--- src/design/tsbe_pkg.sv ---
`default_nettype none

package tsbe_pkg;

    localparam int unsigned ByteW     = 8;
    localparam int unsigned SeqW      = 32;
    localparam int unsigned CountW    = 3;
    localparam int unsigned NumBlocks = 4;
    localparam int unsigned IdxW      = 2;
    localparam int unsigned SkipW     = 4;
    localparam int unsigned PayloadW  = 6;
    localparam int unsigned InDataW   = 40;
    localparam int unsigned OutDataW  = 264;

    localparam logic [ByteW-1:0] KindEnd      = 8'd0;
    localparam logic [ByteW-1:0] KindNop      = 8'd1;
    localparam logic [ByteW-1:0] KindMss      = 8'd2;
    localparam logic [ByteW-1:0] KindWscale   = 8'd3;
    localparam logic [ByteW-1:0] KindSackPerm = 8'd4;
    localparam logic [ByteW-1:0] KindSack     = 8'd5;
    localparam logic [ByteW-1:0] KindTstamp   = 8'd8;

    localparam logic [ByteW-1:0] SackPayloadMax = 8'd32;

    // option parser phase
    typedef enum logic [2:0] {
        PH_KIND,
        PH_SKIP,
        PH_SACK_LEN,
        PH_SACK_DATA,
        PH_HOLD,
        PH_ZERO
    } t_phase;

    // end-of-area sequencer around the shared comparator
    typedef enum logic [3:0] {
        S_IN,
        S_DS0,
        S_DS1,
        S_DS2,
        S_P01,
        S_P23,
        S_P02,
        S_P13,
        S_P12,
        S_FIN
    } t_seq;

endpackage

`default_nettype wire

--- src/design/tcp_sack_block_extractor.sv ---
`default_nettype none

// TCP SACK block extractor.
// The slave channel carries the option area of one segment, one byte per item;
// tlast marks the area's last byte, and local_sequence is taken from that byte.
// The master channel gives one result item per area: block_count and four
// sorted (left, right) edge pairs, zero beyond block_count.
// Ordinary option bytes are taken one per cycle. On the last byte the block
// drops tready and runs a short sequencer over one 32-bit serial-number
// comparator: three compares for the D-SACK test (only with two or more
// blocks) and up to five compare-and-swap steps, then a step to load the
// output register. The cost of an area's last byte is set by that sequencer:
// least with fewer than two blocks, most with four.
// The output register parts the two sides: a new area is parsed while a
// result waits, and the block only holds in its final load step while the
// receiver keeps tready low.
// Reset (synchronous, active low) returns the parser to expecting an option
// kind and empties the output register.
module tcp_sack_block_extractor
    import tsbe_pkg::*;
(
    input  wire logic                i_clk,
    input  wire logic                i_rst_n,
    input  wire logic                i_s_axis_tvalid,
    output logic                     o_s_axis_tready,
    // [7:0] option_byte, [39:8] local_sequence
    input  wire logic [InDataW-1:0]  i_s_axis_tdata,
    // area_end
    input  wire logic                i_s_axis_tlast,
    output logic                     o_m_axis_tvalid,
    input  wire logic                i_m_axis_tready,
    // [2:0] block_count, [34:3] left_edge_0, [66:35] right_edge_0,
    // [98:67] left_edge_1, [130:99] right_edge_1, [162:131] left_edge_2,
    // [194:163] right_edge_2, [226:195] left_edge_3, [258:227] right_edge_3,
    // [263:259] zero
    output logic [OutDataW-1:0]      o_m_axis_tdata
);

    t_phase                r_phase, n_phase;
    t_seq                  r_seq, n_seq;
    logic [SkipW-1:0]      r_skip, n_skip;
    logic [PayloadW-1:0]   r_pbl, n_pbl;
    logic [SeqW-1:0]       r_shift, n_shift;
    logic [CountW-1:0]     r_br, n_br;
    logic [CountW-1:0]     r_count, n_count;
    logic [SeqW-1:0]       r_seqnum;
    logic                  r_flag, r_c1;
    logic                  r_ovalid;

    logic [SeqW-1:0]       r_lf [NumBlocks];
    logic [SeqW-1:0]       r_rt [NumBlocks];
    logic [CountW-1:0]     r_o_count;
    logic [SeqW-1:0]       r_o_lf [NumBlocks];
    logic [SeqW-1:0]       r_o_rt [NumBlocks];

    logic [ByteW-1:0]      w_byte;
    logic                  w_accept;
    logic [SeqW-1:0]       w_edge;
    logic [ByteW-1:0]      w_plen;
    logic                  w_wr_lf, w_wr_rt;
    logic                  w_dsack;
    logic                  w_load;
    logic [SeqW-1:0]       w_cmp_a, w_cmp_b, w_diff;
    logic                  w_before;
    logic                  w_pair;
    logic [IdxW-1:0]       w_pi, w_pj;

    assign w_byte   = i_s_axis_tdata[ByteW-1:0];
    assign w_accept = i_s_axis_tvalid && o_s_axis_tready;
    assign w_edge   = {r_shift[SeqW-ByteW-1:0], w_byte};
    assign w_plen   = w_byte - 8'd2;
    assign w_load   = (r_seq == S_FIN) && (!r_ovalid || i_m_axis_tready);

    // shared serial-number comparator: a is before b
    assign w_diff   = w_cmp_a - w_cmp_b;
    assign w_before = w_diff[SeqW-1];
    assign w_dsack  = r_flag || (!r_c1 && !w_before);

    // next state
    always_comb begin
        n_phase = r_phase;
        n_seq   = r_seq;
        n_skip  = r_skip;
        n_pbl   = r_pbl;
        n_shift = r_shift;
        n_br    = r_br;
        n_count = r_count;
        w_wr_lf = 1'b0;
        w_wr_rt = 1'b0;
        unique case (r_seq)
            S_IN: begin
                if (w_accept) begin
                    unique case (r_phase)
                        PH_KIND: begin
                            if (w_byte == KindEnd || w_byte == KindNop) begin
                                n_phase = PH_KIND;
                            end else if (w_byte == KindSack) begin
                                n_phase = PH_SACK_LEN;
                            end else if (w_byte == KindMss) begin
                                n_skip  = 4'd3;
                                n_phase = PH_SKIP;
                            end else if (w_byte == KindWscale) begin
                                n_skip  = 4'd2;
                                n_phase = PH_SKIP;
                            end else if (w_byte == KindSackPerm) begin
                                n_skip  = 4'd1;
                                n_phase = PH_SKIP;
                            end else if (w_byte == KindTstamp) begin
                                n_skip  = 4'd9;
                                n_phase = PH_SKIP;
                            end else begin
                                n_phase = PH_ZERO;
                            end
                        end
                        PH_SKIP: begin
                            n_skip = r_skip - 4'd1;
                            if (n_skip == '0) begin
                                n_phase = PH_KIND;
                            end
                        end
                        PH_SACK_LEN: begin
                            n_br = '0;
                            if (w_byte <= 8'd2) begin
                                n_phase = PH_HOLD;
                            end else if (w_plen > SackPayloadMax || w_plen[2:0] != 3'd0) begin
                                n_phase = PH_ZERO;
                            end else begin
                                n_pbl   = w_plen[PayloadW-1:0];
                                n_shift = '0;
                                n_phase = PH_SACK_DATA;
                            end
                        end
                        PH_SACK_DATA: begin
                            n_shift = w_edge;
                            n_pbl   = r_pbl - 6'd1;
                            if (n_pbl[2:0] == 3'd4) begin
                                w_wr_lf = 1'b1;
                            end else if (n_pbl[2:0] == 3'd0) begin
                                w_wr_rt = 1'b1;
                                n_br    = r_br + 3'd1;
                            end
                            if (n_pbl == '0) begin
                                n_phase = PH_HOLD;
                            end
                        end
                        default: begin
                            n_phase = r_phase;
                        end
                    endcase
                    if (i_s_axis_tlast) begin
                        n_count = (n_phase == PH_HOLD) ? n_br : '0;
                        n_seq   = (n_count > 3'd1) ? S_DS0 : S_FIN;
                        n_phase = PH_KIND;
                        n_skip  = '0;
                        n_pbl   = '0;
                        n_shift = '0;
                        n_br    = '0;
                    end
                end
            end
            S_DS0: n_seq = S_DS1;
            S_DS1: n_seq = S_DS2;
            S_DS2: begin
                n_count = r_count - {2'b00, w_dsack};
                n_seq   = (n_count > 3'd1) ? S_P01 : S_FIN;
            end
            S_P01: begin
                if (r_count == 3'd4) begin
                    n_seq = S_P23;
                end else if (r_count == 3'd3) begin
                    n_seq = S_P02;
                end else begin
                    n_seq = S_FIN;
                end
            end
            S_P23: n_seq = S_P02;
            S_P02: n_seq = (r_count == 3'd4) ? S_P13 : S_P12;
            S_P13: n_seq = S_P12;
            S_P12: n_seq = S_FIN;
            S_FIN: begin
                if (w_load) begin
                    n_seq = S_IN;
                end
            end
            default: n_seq = S_IN;
        endcase
    end

    // outputs of the sequencer: handshake and comparator operands
    always_comb begin
        o_s_axis_tready = 1'b0;
        w_pair  = 1'b0;
        w_pi    = 2'd0;
        w_pj    = 2'd1;
        w_cmp_a = r_lf[1];
        w_cmp_b = r_lf[0];
        unique case (r_seq)
            S_IN:  o_s_axis_tready = 1'b1;
            S_DS0: begin
                w_cmp_a = r_lf[0];
                w_cmp_b = r_seqnum;
            end
            S_DS1: begin
                w_cmp_a = r_rt[1];
                w_cmp_b = r_rt[0];
            end
            S_DS2: begin
                w_cmp_a = r_lf[0];
                w_cmp_b = r_lf[1];
            end
            S_P01: begin
                w_pair = 1'b1;
                w_pi   = 2'd0;
                w_pj   = 2'd1;
            end
            S_P23: begin
                w_pair = 1'b1;
                w_pi   = 2'd2;
                w_pj   = 2'd3;
            end
            S_P02: begin
                w_pair = 1'b1;
                w_pi   = 2'd0;
                w_pj   = 2'd2;
            end
            S_P13: begin
                w_pair = 1'b1;
                w_pi   = 2'd1;
                w_pj   = 2'd3;
            end
            S_P12: begin
                w_pair = 1'b1;
                w_pi   = 2'd1;
                w_pj   = 2'd2;
            end
            S_FIN: o_s_axis_tready = 1'b0;
            default: o_s_axis_tready = 1'b0;
        endcase
        if (w_pair) begin
            w_cmp_a = r_lf[w_pj];
            w_cmp_b = r_lf[w_pi];
        end
    end

    always_ff @(posedge i_clk) begin
        if (!i_rst_n) begin
            r_phase  <= PH_KIND;
            r_seq    <= S_IN;
            r_skip   <= '0;
            r_pbl    <= '0;
            r_shift  <= '0;
            r_br     <= '0;
            r_count  <= '0;
            r_ovalid <= 1'b0;
        end else begin
            r_phase <= n_phase;
            r_seq   <= n_seq;
            r_skip  <= n_skip;
            r_pbl   <= n_pbl;
            r_shift <= n_shift;
            r_br    <= n_br;
            r_count <= n_count;
            if (w_load) begin
                r_ovalid <= 1'b1;
            end else if (i_m_axis_tready) begin
                r_ovalid <= 1'b0;
            end
        end
    end

    // edge store, D-SACK removal and in-place sort
    always_ff @(posedge i_clk) begin
        if (w_accept && i_s_axis_tlast) begin
            r_seqnum <= i_s_axis_tdata[InDataW-1:ByteW];
        end
        if (r_seq == S_DS0) begin
            r_flag <= w_before;
        end
        if (r_seq == S_DS1) begin
            r_c1 <= w_before;
        end
        if (w_wr_lf) begin
            r_lf[r_br[IdxW-1:0]] <= w_edge;
        end
        if (w_wr_rt) begin
            r_rt[r_br[IdxW-1:0]] <= w_edge;
        end
        if (r_seq == S_DS2 && w_dsack) begin
            // drop the first block, shift the rest down
            for (int k = 0; k < NumBlocks - 1; k++) begin
                r_lf[k] <= r_lf[k+1];
                r_rt[k] <= r_rt[k+1];
            end
            r_lf[NumBlocks-1] <= '0;
            r_rt[NumBlocks-1] <= '0;
        end
        if (w_pair && w_before) begin
            r_lf[w_pi] <= r_lf[w_pj];
            r_lf[w_pj] <= r_lf[w_pi];
            r_rt[w_pi] <= r_rt[w_pj];
            r_rt[w_pj] <= r_rt[w_pi];
        end
    end

    // output register, zero beyond the block count
    always_ff @(posedge i_clk) begin
        if (w_load) begin
            r_o_count <= r_count;
            for (int k = 0; k < NumBlocks; k++) begin
                if (CountW'(k) < r_count) begin
                    r_o_lf[k] <= r_lf[k];
                    r_o_rt[k] <= r_rt[k];
                end else begin
                    r_o_lf[k] <= '0;
                    r_o_rt[k] <= '0;
                end
            end
        end
    end

    assign o_m_axis_tvalid = r_ovalid;
    assign o_m_axis_tdata  = {5'b00000,
                              r_o_rt[3], r_o_lf[3], r_o_rt[2], r_o_lf[2],
                              r_o_rt[1], r_o_lf[1], r_o_rt[0], r_o_lf[0],
                              r_o_count};

endmodule

`default_nettype wire

--- config.mk ---
export PLATFORM = sky130hd
export DESIGN_NAME = tcp_sack_block_extractor
export DESIGN_NICKNAME = d
export VERILOG_FILES = /design/src/design/tsbe_pkg.sv /design/src/design/tcp_sack_block_extractor.sv
export SDC_FILE = /design/constraint.sdc
export NUM_CORES = 1
export LEC_CHECK = 0
export BUFFER_PORTS_ARGS = -buffer_cell sky130_fd_sc_hd__buf_2
export CAP_MARGIN = 10
export CORE_MARGIN = 1
export CORE_UTILIZATION = 45
export DETAILED_ROUTE_END_ITERATION = 6
export PLACE_DENSITY_LB_ADDON = 0.1
export SLEW_MARGIN = 20
export SYNTH_ARGS = -nofsm -noshare
export SYNTH_HDL_FRONTEND = slang
export SYNTH_SLANG_ARGS = --single-unit
--- constraint.sdc ---
create_clock -name i_clk -period 9 [get_ports i_clk]
set_input_delay 1.8 -clock i_clk [delete_from_list [all_inputs] [get_ports i_clk]]
set_output_delay 1.8 -clock i_clk [all_outputs]
set_load 0.02 [all_outputs]
==> flow_summary.yaml, run 1 <==
detailed_routing:
  via_per_inst: 6.319
  first_pass_iters: 7
  totalWireLength_um: 114100
  vias: 26130
  drt-wirelength-per-cell_um: 27.59
  drc: 4
  drt.antenna.violating_nets: 0
  drt-initial-drc-count: 3274
cells_and_area:
  area_delta_synth_final_pct: 15.85
  utilization: 0.5315
  final_area_um2: 34510
  nets: 3312
  layoutNonFillerInstCount: 4135
  drive_gt1_frac: 0.1591
  diodes: 0
grt:
  track_usage: 0.3328
  grt_max_degree: 87
  grt_pass1_vias: 25250
  grt_first_pass_wirelength_um: 165700
  grt_antenna_before_repair: 0
  grt-ovfl-total: 0
placement:
  gp_congestion: 0.9393
  dpl.hpwl_um: 74560
  pre_cts_ws_ns: 1.749
  dp_cells: 4013
  port_buffers: 305
  dpl_cell_area_um2: 32150
synthesis:
  synth_compound_gate_area_share: 0.1915
  synth_mux_area_frac: 0.004536
  synth_top_area_frac: 0.4889
  yosys_warnings: 0
  seq_area_frac_synth: 0.5642
  synthFlopType: "edfxtp_1"
  ys_top_cells_by_count: "nand2_1 (541), edfxtp_1 (485), nor2_1 (314)"
  synthAdderAreaFrac: 0.01672
  synthMostInstantiatedCell: "nand2_1"
  synth-xor-area-share: 0.003780
  synthDistinctLibCells: 73
  synth-simple-area-share: 0.1845
  yosys.area.top_type: "edfxtp_1"
  syn_area_per_cell_um2: 9.873
  synth.cell_area_um2: 29790
  synthArstFlopShare: 0
  ys_ff_latch: 597
  synth-edff-count: 485
  synth_top_family_by_area: "compound AO/OA/AOI/OAI gates"
  synthTopCellsByArea: "edfxtp_1 (49%), dfxtp_1 (7.5%), nand2_1 (6.8%)"
  syn_inst: 3017
clocking:
  ctsHoldBuffers: 0
  cts_resized: 0
  cts_tree: "done"
  cts_buffer_depth: 3
  root_buffer: "clkbuf_16"
  post-cts-setup-buffers: 0
  insertion_delay_ns: 0.61
  htreeDepth: 3
  cts_buffers: 67
  path_clk_slew_ns: 0.06
  cts_num_sinks: 597
sta:
  rsz0062_at_grt: "no"
  max_clock_freq_mhz: 134.6
  fin_crit_sh: 0.8258
  maxSlewHeadroom: 0.2220
  setup_viol: 0
  hold_violations: 0
  worst_slack_ns: 1.568
  fin_hold_ws_ns: 0.4726
  clock-skew-final_ns: 0.02925
  min_period_ns: 7.432
  slew_violations: 0
  worst_pin_slew_ns: 1.164
  finalSetupTns_ns: 0
power_and_ir_drop:
  power_density_nw_per_um2: 330.3
  seq_power_share: 0.365
  p_leak_nw: 12.93
  pwr-share-comb: 0.380
  switchingPower_mw: 4.564
  sw_frac_of_total: 0.4004
  p_int_mw: 6.835
  power.clock.fraction: 0.255
  power_mw: 11.40
  peakVddDrop_v: 0.0002690
setup_path:
  slowest_stage: "buf_4"
  r2r-start: "r_seq[3]$_SDFFE_PN0P_"
  critPathLaunchType: "flop"
  worstPathArrival_ns: 7.88
  worstSetupPathType: "reg2reg"
  timing.critical_path.buf_inv: 4
  worstSetupStartpoint: "r_seq[3]$_SDFFE_PN0P_"
  max_stage_delay_ns: 0.90
  required_ns: 9.45
  critPathTopFamily: "simple AND/OR/NAND/NOR gates"
  cp_max_fo: 64
  crit_path_cell_trace: "inv_1 > nor3_1 > a22oi_2 > buf_4 > nand2_1 > o22ai_1 > a31oi_1 > a21oi_1 > ha_1 > nand2_1 > nor3_1 > nand4_1 > a311oi_1 > nor3_4 > xnor2_2 > buf_4 > nor3_4 > buf_4 > nand2_1 > a41oi_1"
  critPathCaptureType: "flop"
floorplan:
  start_util: 0.4588
  dieArea_um2: 67230
  core_area_um2: 64930
  io_pins: 311
  fp.dieH_um: 259.3
  die_x_um: 259.3
  rows: 93
run_status:
  violations: "design-rule violations"
  status: "finished with violations"
hold_path:
  hp-start: "r_o_rt[2][24]$_SDFFE_PP0P_"
  worst_hold_path_type: "reg2reg"
job:
  maxCapViolations: 0
-- placed cells by master (no fill, tap or decap), types with 72 or more instances in the layout --
cell | synthesis | final
clkbuf_16 | 0 | 72
edfxtp_1 | 485 | 485
a22oi_1 | 120 | 118
a31oi_1 | 133 | 133
a22o_1 | 82 | 82
a21oi_1 | 309 | 305
dfxtp_1 | 112 | 112
nor2_1 | 314 | 307
buf_2 | 32 | 305
nor2b_1 | 211 | 210
nand2_1 | 541 | 539
-- logic make-up (layout without fill, tap and decap cells) --
kind of cell | after synthesis | after routing
simple gates | 1226 | 1226
compound gates | 876 | 876
flops | 597 | 597
buf+inv | 253 | 512
fa+ha+maj | 40 | 40
xor+xnor | 12 | 12
mux | 12 | 12
other cells | 1 | 5
-- flip-flops by register name (all words and copies together), names as in the netlist, 6 cells and up --
| signal | flops |
|---|---|
| r_pbl | 6 |
| r_seqnum | 32 |
| r_lf | 128 |
| r_o_rt | 128 |
| r_o_lf | 128 |
| r_rt | 128 |
| r_shift | 24 |
-- power groups by stage --
stage	clock network (mW)	logic [mW]	registers [mW]
after floorplan	0	2.73	4.06
after CTS	2.94	4.23	4.14
after global placement	0	4.16	4.20
after global routing	3.03	4.67	4.18
after detailed placement	0	4.20	4.19
final	2.91	4.33	4.16
-- worst register-to-register path, cell delays in order (launching register included) --
cell and delay [ns]:
dfxtp_1 0.81, inv_1 0.22, nor3_1 0.68, a22oi_2 0.19, buf_4 0.43, nand2_1 0.37, o22ai_1 0.13, a31oi_1 0.33
a21oi_1 0.16, ha_1 0.33, nand2_1 0.05, nor3_1 0.50, nand4_1 0.20, a311oi_1 0.45, nor3_4 0.16, xnor2_2 0.17
buf_4 0.25, nor3_4 0.51, buf_4 0.90, nand2_1 0.20, a41oi_1 0.25
-- cell type report --
type | instances | area [um2]
clock buffers | 99 | 1993
multi-input cells | 2171 | 12190
repair buffers | 370 | 2034
well taps | 855 | 1070
fillers | 5840 | 30420
clock inverters | 22 | 331.6
flip-flops and latches | 597 | 16810
inverters | 21 | 83.83
-- worst paths after layout --
path                           endpoint  depth (start not counted)  slack (ns)
max               r_rt[2][31]$_DFFE_PP_                         20        1.57
min          r_o_rt[2][24]$_SDFFE_PP0P_                          1        0.47
max reg2reg       r_rt[2][31]$_DFFE_PP_                         20        1.57
min reg2reg  r_o_rt[2][24]$_SDFFE_PP0P_                          1        0.47
-- layer usage --
metal / vias up / part of all wire / routed length (um) / track usage
met3: 308 / 0.090 / 10310 / 0.04970
met1: 12720 / 0.40 / 45090 / 0.4376
met2: 1633 / 0.45 / 51530 / 0.5198
li1: 11470 / - / - / -
met4: 0 / 0.063 / 7164 / 0.2034
met5: - / 0 / 0 / 0
Power figures use the tool's default switching activity.
==> inputs of run 2 (changes only) <==
clock period = 7.3 ns   (was 9 ns; I/O delays follow)
==> flow_summary.yaml, run 2 (synthesis results as in run 1) <==
detailed_routing:
  vias: 26260
  first_pass_iters: 7
  drt-initial-drc-count: 3448
  drc: 1
  via_per_inst: 6.327
  drt-wirelength-per-cell_um: 28.08
  drt.antenna.violating_nets: 0
  totalWireLength_um: 116500
floorplan:
  core_area_um2: 64930
  rows: 93
  dieArea_um2: 67230
  fp.dieH_um: 259.3
  start_util: 0.4588
  die_x_um: 259.3
  io_pins: 311
clocking:
  cts_buffers: 68
  post-cts-setup-buffers: 0
  root_buffer: "clkbuf_16"
  path_clk_slew_ns: 0.06
  cts_num_sinks: 597
  cts_resized: 0
  ctsHoldBuffers: 0
  cts_buffer_depth: 3
  cts_tree: "done"
  insertion_delay_ns: 0.62
  htreeDepth: 3
sta:
  rsz0062_at_grt: "no"
  hold_violations: 0
  min_period_ns: 6.915
  maxSlewHeadroom: 0.2558
  finalSetupTns_ns: 0
  fin_hold_ws_ns: 0.4722
  worst_pin_slew_ns: 1.088
  clock-skew-final_ns: 0.02028
  setup_viol: 0
  slew_violations: 0
  max_clock_freq_mhz: 144.6
  fin_crit_sh: 0.9473
cells_and_area:
  final_common_cell: "nand2_1"
  layout_common_cells: "nand2_1 (539), edfxtp_1 (485), nor2_1 (307)"
  final_area_um2: 34690
  area_delta_synth_final_pct: 16.47
  nets: 3322
  drive_gt1_frac: 0.1625
hold_path:
  hold_depth: 1
  worst_hold_path_type: "reg2reg"
setup_path:
  worstPathArrival_ns: 7.42
  cp_max_fo: 36
  worst-r2r-setup-slack_ns: 0.38
  ff2ff_path_depth: 24
  critPathLaunchType: "flop"
  required_ns: 7.81
  critPathCaptureType: "flop"
  worstSetupPathType: "reg2reg"
power_and_ir_drop:
  peakVddDrop_v: 0.0003788
  power_mw: 14.14
  power_density_nw_per_um2: 407.5
  p_leak_nw: 13.02
placement:
  dpl.hpwl_um: 75870
  port_buffers: 305
  gp_congestion: 0.9335
  dpl_cell_area_um2: 32410
grt:
  grt_first_pass_wirelength_um: 169000
  grt_antenna_before_repair: 3
  grt-ovfl-total: 0
  grt_pass1_vias: 25110
  track_usage: 0.3403
  grt_max_degree: 142
run_status:
  violations: "design-rule violations"
  status: "finished with violations"
job:
  maxCapViolations: 0
run 2: cell types whose count changed in the layout (fill, tap and decap cells not counted), sizes merged:
cell	change
inv	+6
clkbuf	+1
clkinvlp	-3
diode	+2
bufinv	-3
clkinv	+3
buf	+9
run 2: final cells by class:
type                            instances  area (um2)
Tap cell                              855        1070
Multi-Input combinational cell       2171       12180
Clock buffer                          100        1986
Inverter                               21       83.83
Timing Repair Buffer                  379        2270
Fill cell                            5810       30240
Clock inverter                         25       287.8
Sequential cell                       597       16810
Antenna cell                            2       5.005
run 2: layer usage:
layer	GRT usage	up-vias	wire length, um
li1	-	11500	-
met1	0.4508	12710	45550
met2	0.5292	1751	53040
met3	0.05682	300	10880
met4	0.1943	0	7061
met5	0	-	0
run 2: per-stage QoR:
| stage | utilization | setup WS [ns] | cells |
|---|---|---|---|
| 2_1_floorplan | - | 0.04269 | 3021 |
| 3_3_place_gp | 0.4992 | 0.7154 | 4023 |
| 3_5_place_dp | 0.4992 | 0.6303 | 4023 |
| 4_1_cts | 0.5342 | 0.5644 | 4148 |
| 5_1_grt | 0.5343 | 0.09202 | 4149 |
| 6_report | 0.5343 | 0.3845 | 4150 |
run 2: report_power, final:
part           total (mW)  internal [mW]  switching [mW]
Combinational        5.46           1.75            3.72
Clock                3.53           2.08            1.45
Sequential           5.14           4.55           0.596
run 2: worst max-delay path, cell delays in order (launching register included):
cell and delay, ns:
dfxtp_1 0.60, buf_4 0.25, nand2b_1 0.43, nor2_4 0.20
a22oi_2 0.22, buf_4 0.45, nor2_1 0.07, a31oi_1 0.42
a21oi_1 0.14, ha_1 0.34, nand2_1 0.15, a2111oi_0 0.58
buf_4 0.21, nand4_1 0.12, a311oi_1 0.47, nor3_4 0.15
xnor2_1 0.21, o21ai_0 0.45, ha_1 0.26, ha_1 0.20
xnor2_1 0.11, a21oi_1 0.19, o21ai_0 0.09, and3_1 0.19
o31a_1 0.27
run 2: path summary, 6_finish.rpt:
path	start	to
worst max register to register	r_seq[3]$_SDFFE_PN0P_	r_seq[3]$_SDFFE_PN0P_
worst max-delay path	r_seq[3]$_SDFFE_PN0P_	r_seq[3]$_SDFFE_PN0P_
worst min-delay path	r_o_rt[2][18]$_SDFFE_PP0P_	r_o_rt[2][18]$_SDFFE_PP0P_
worst min register to register	r_o_rt[2][18]$_SDFFE_PP0P_	r_o_rt[2][18]$_SDFFE_PP0P_
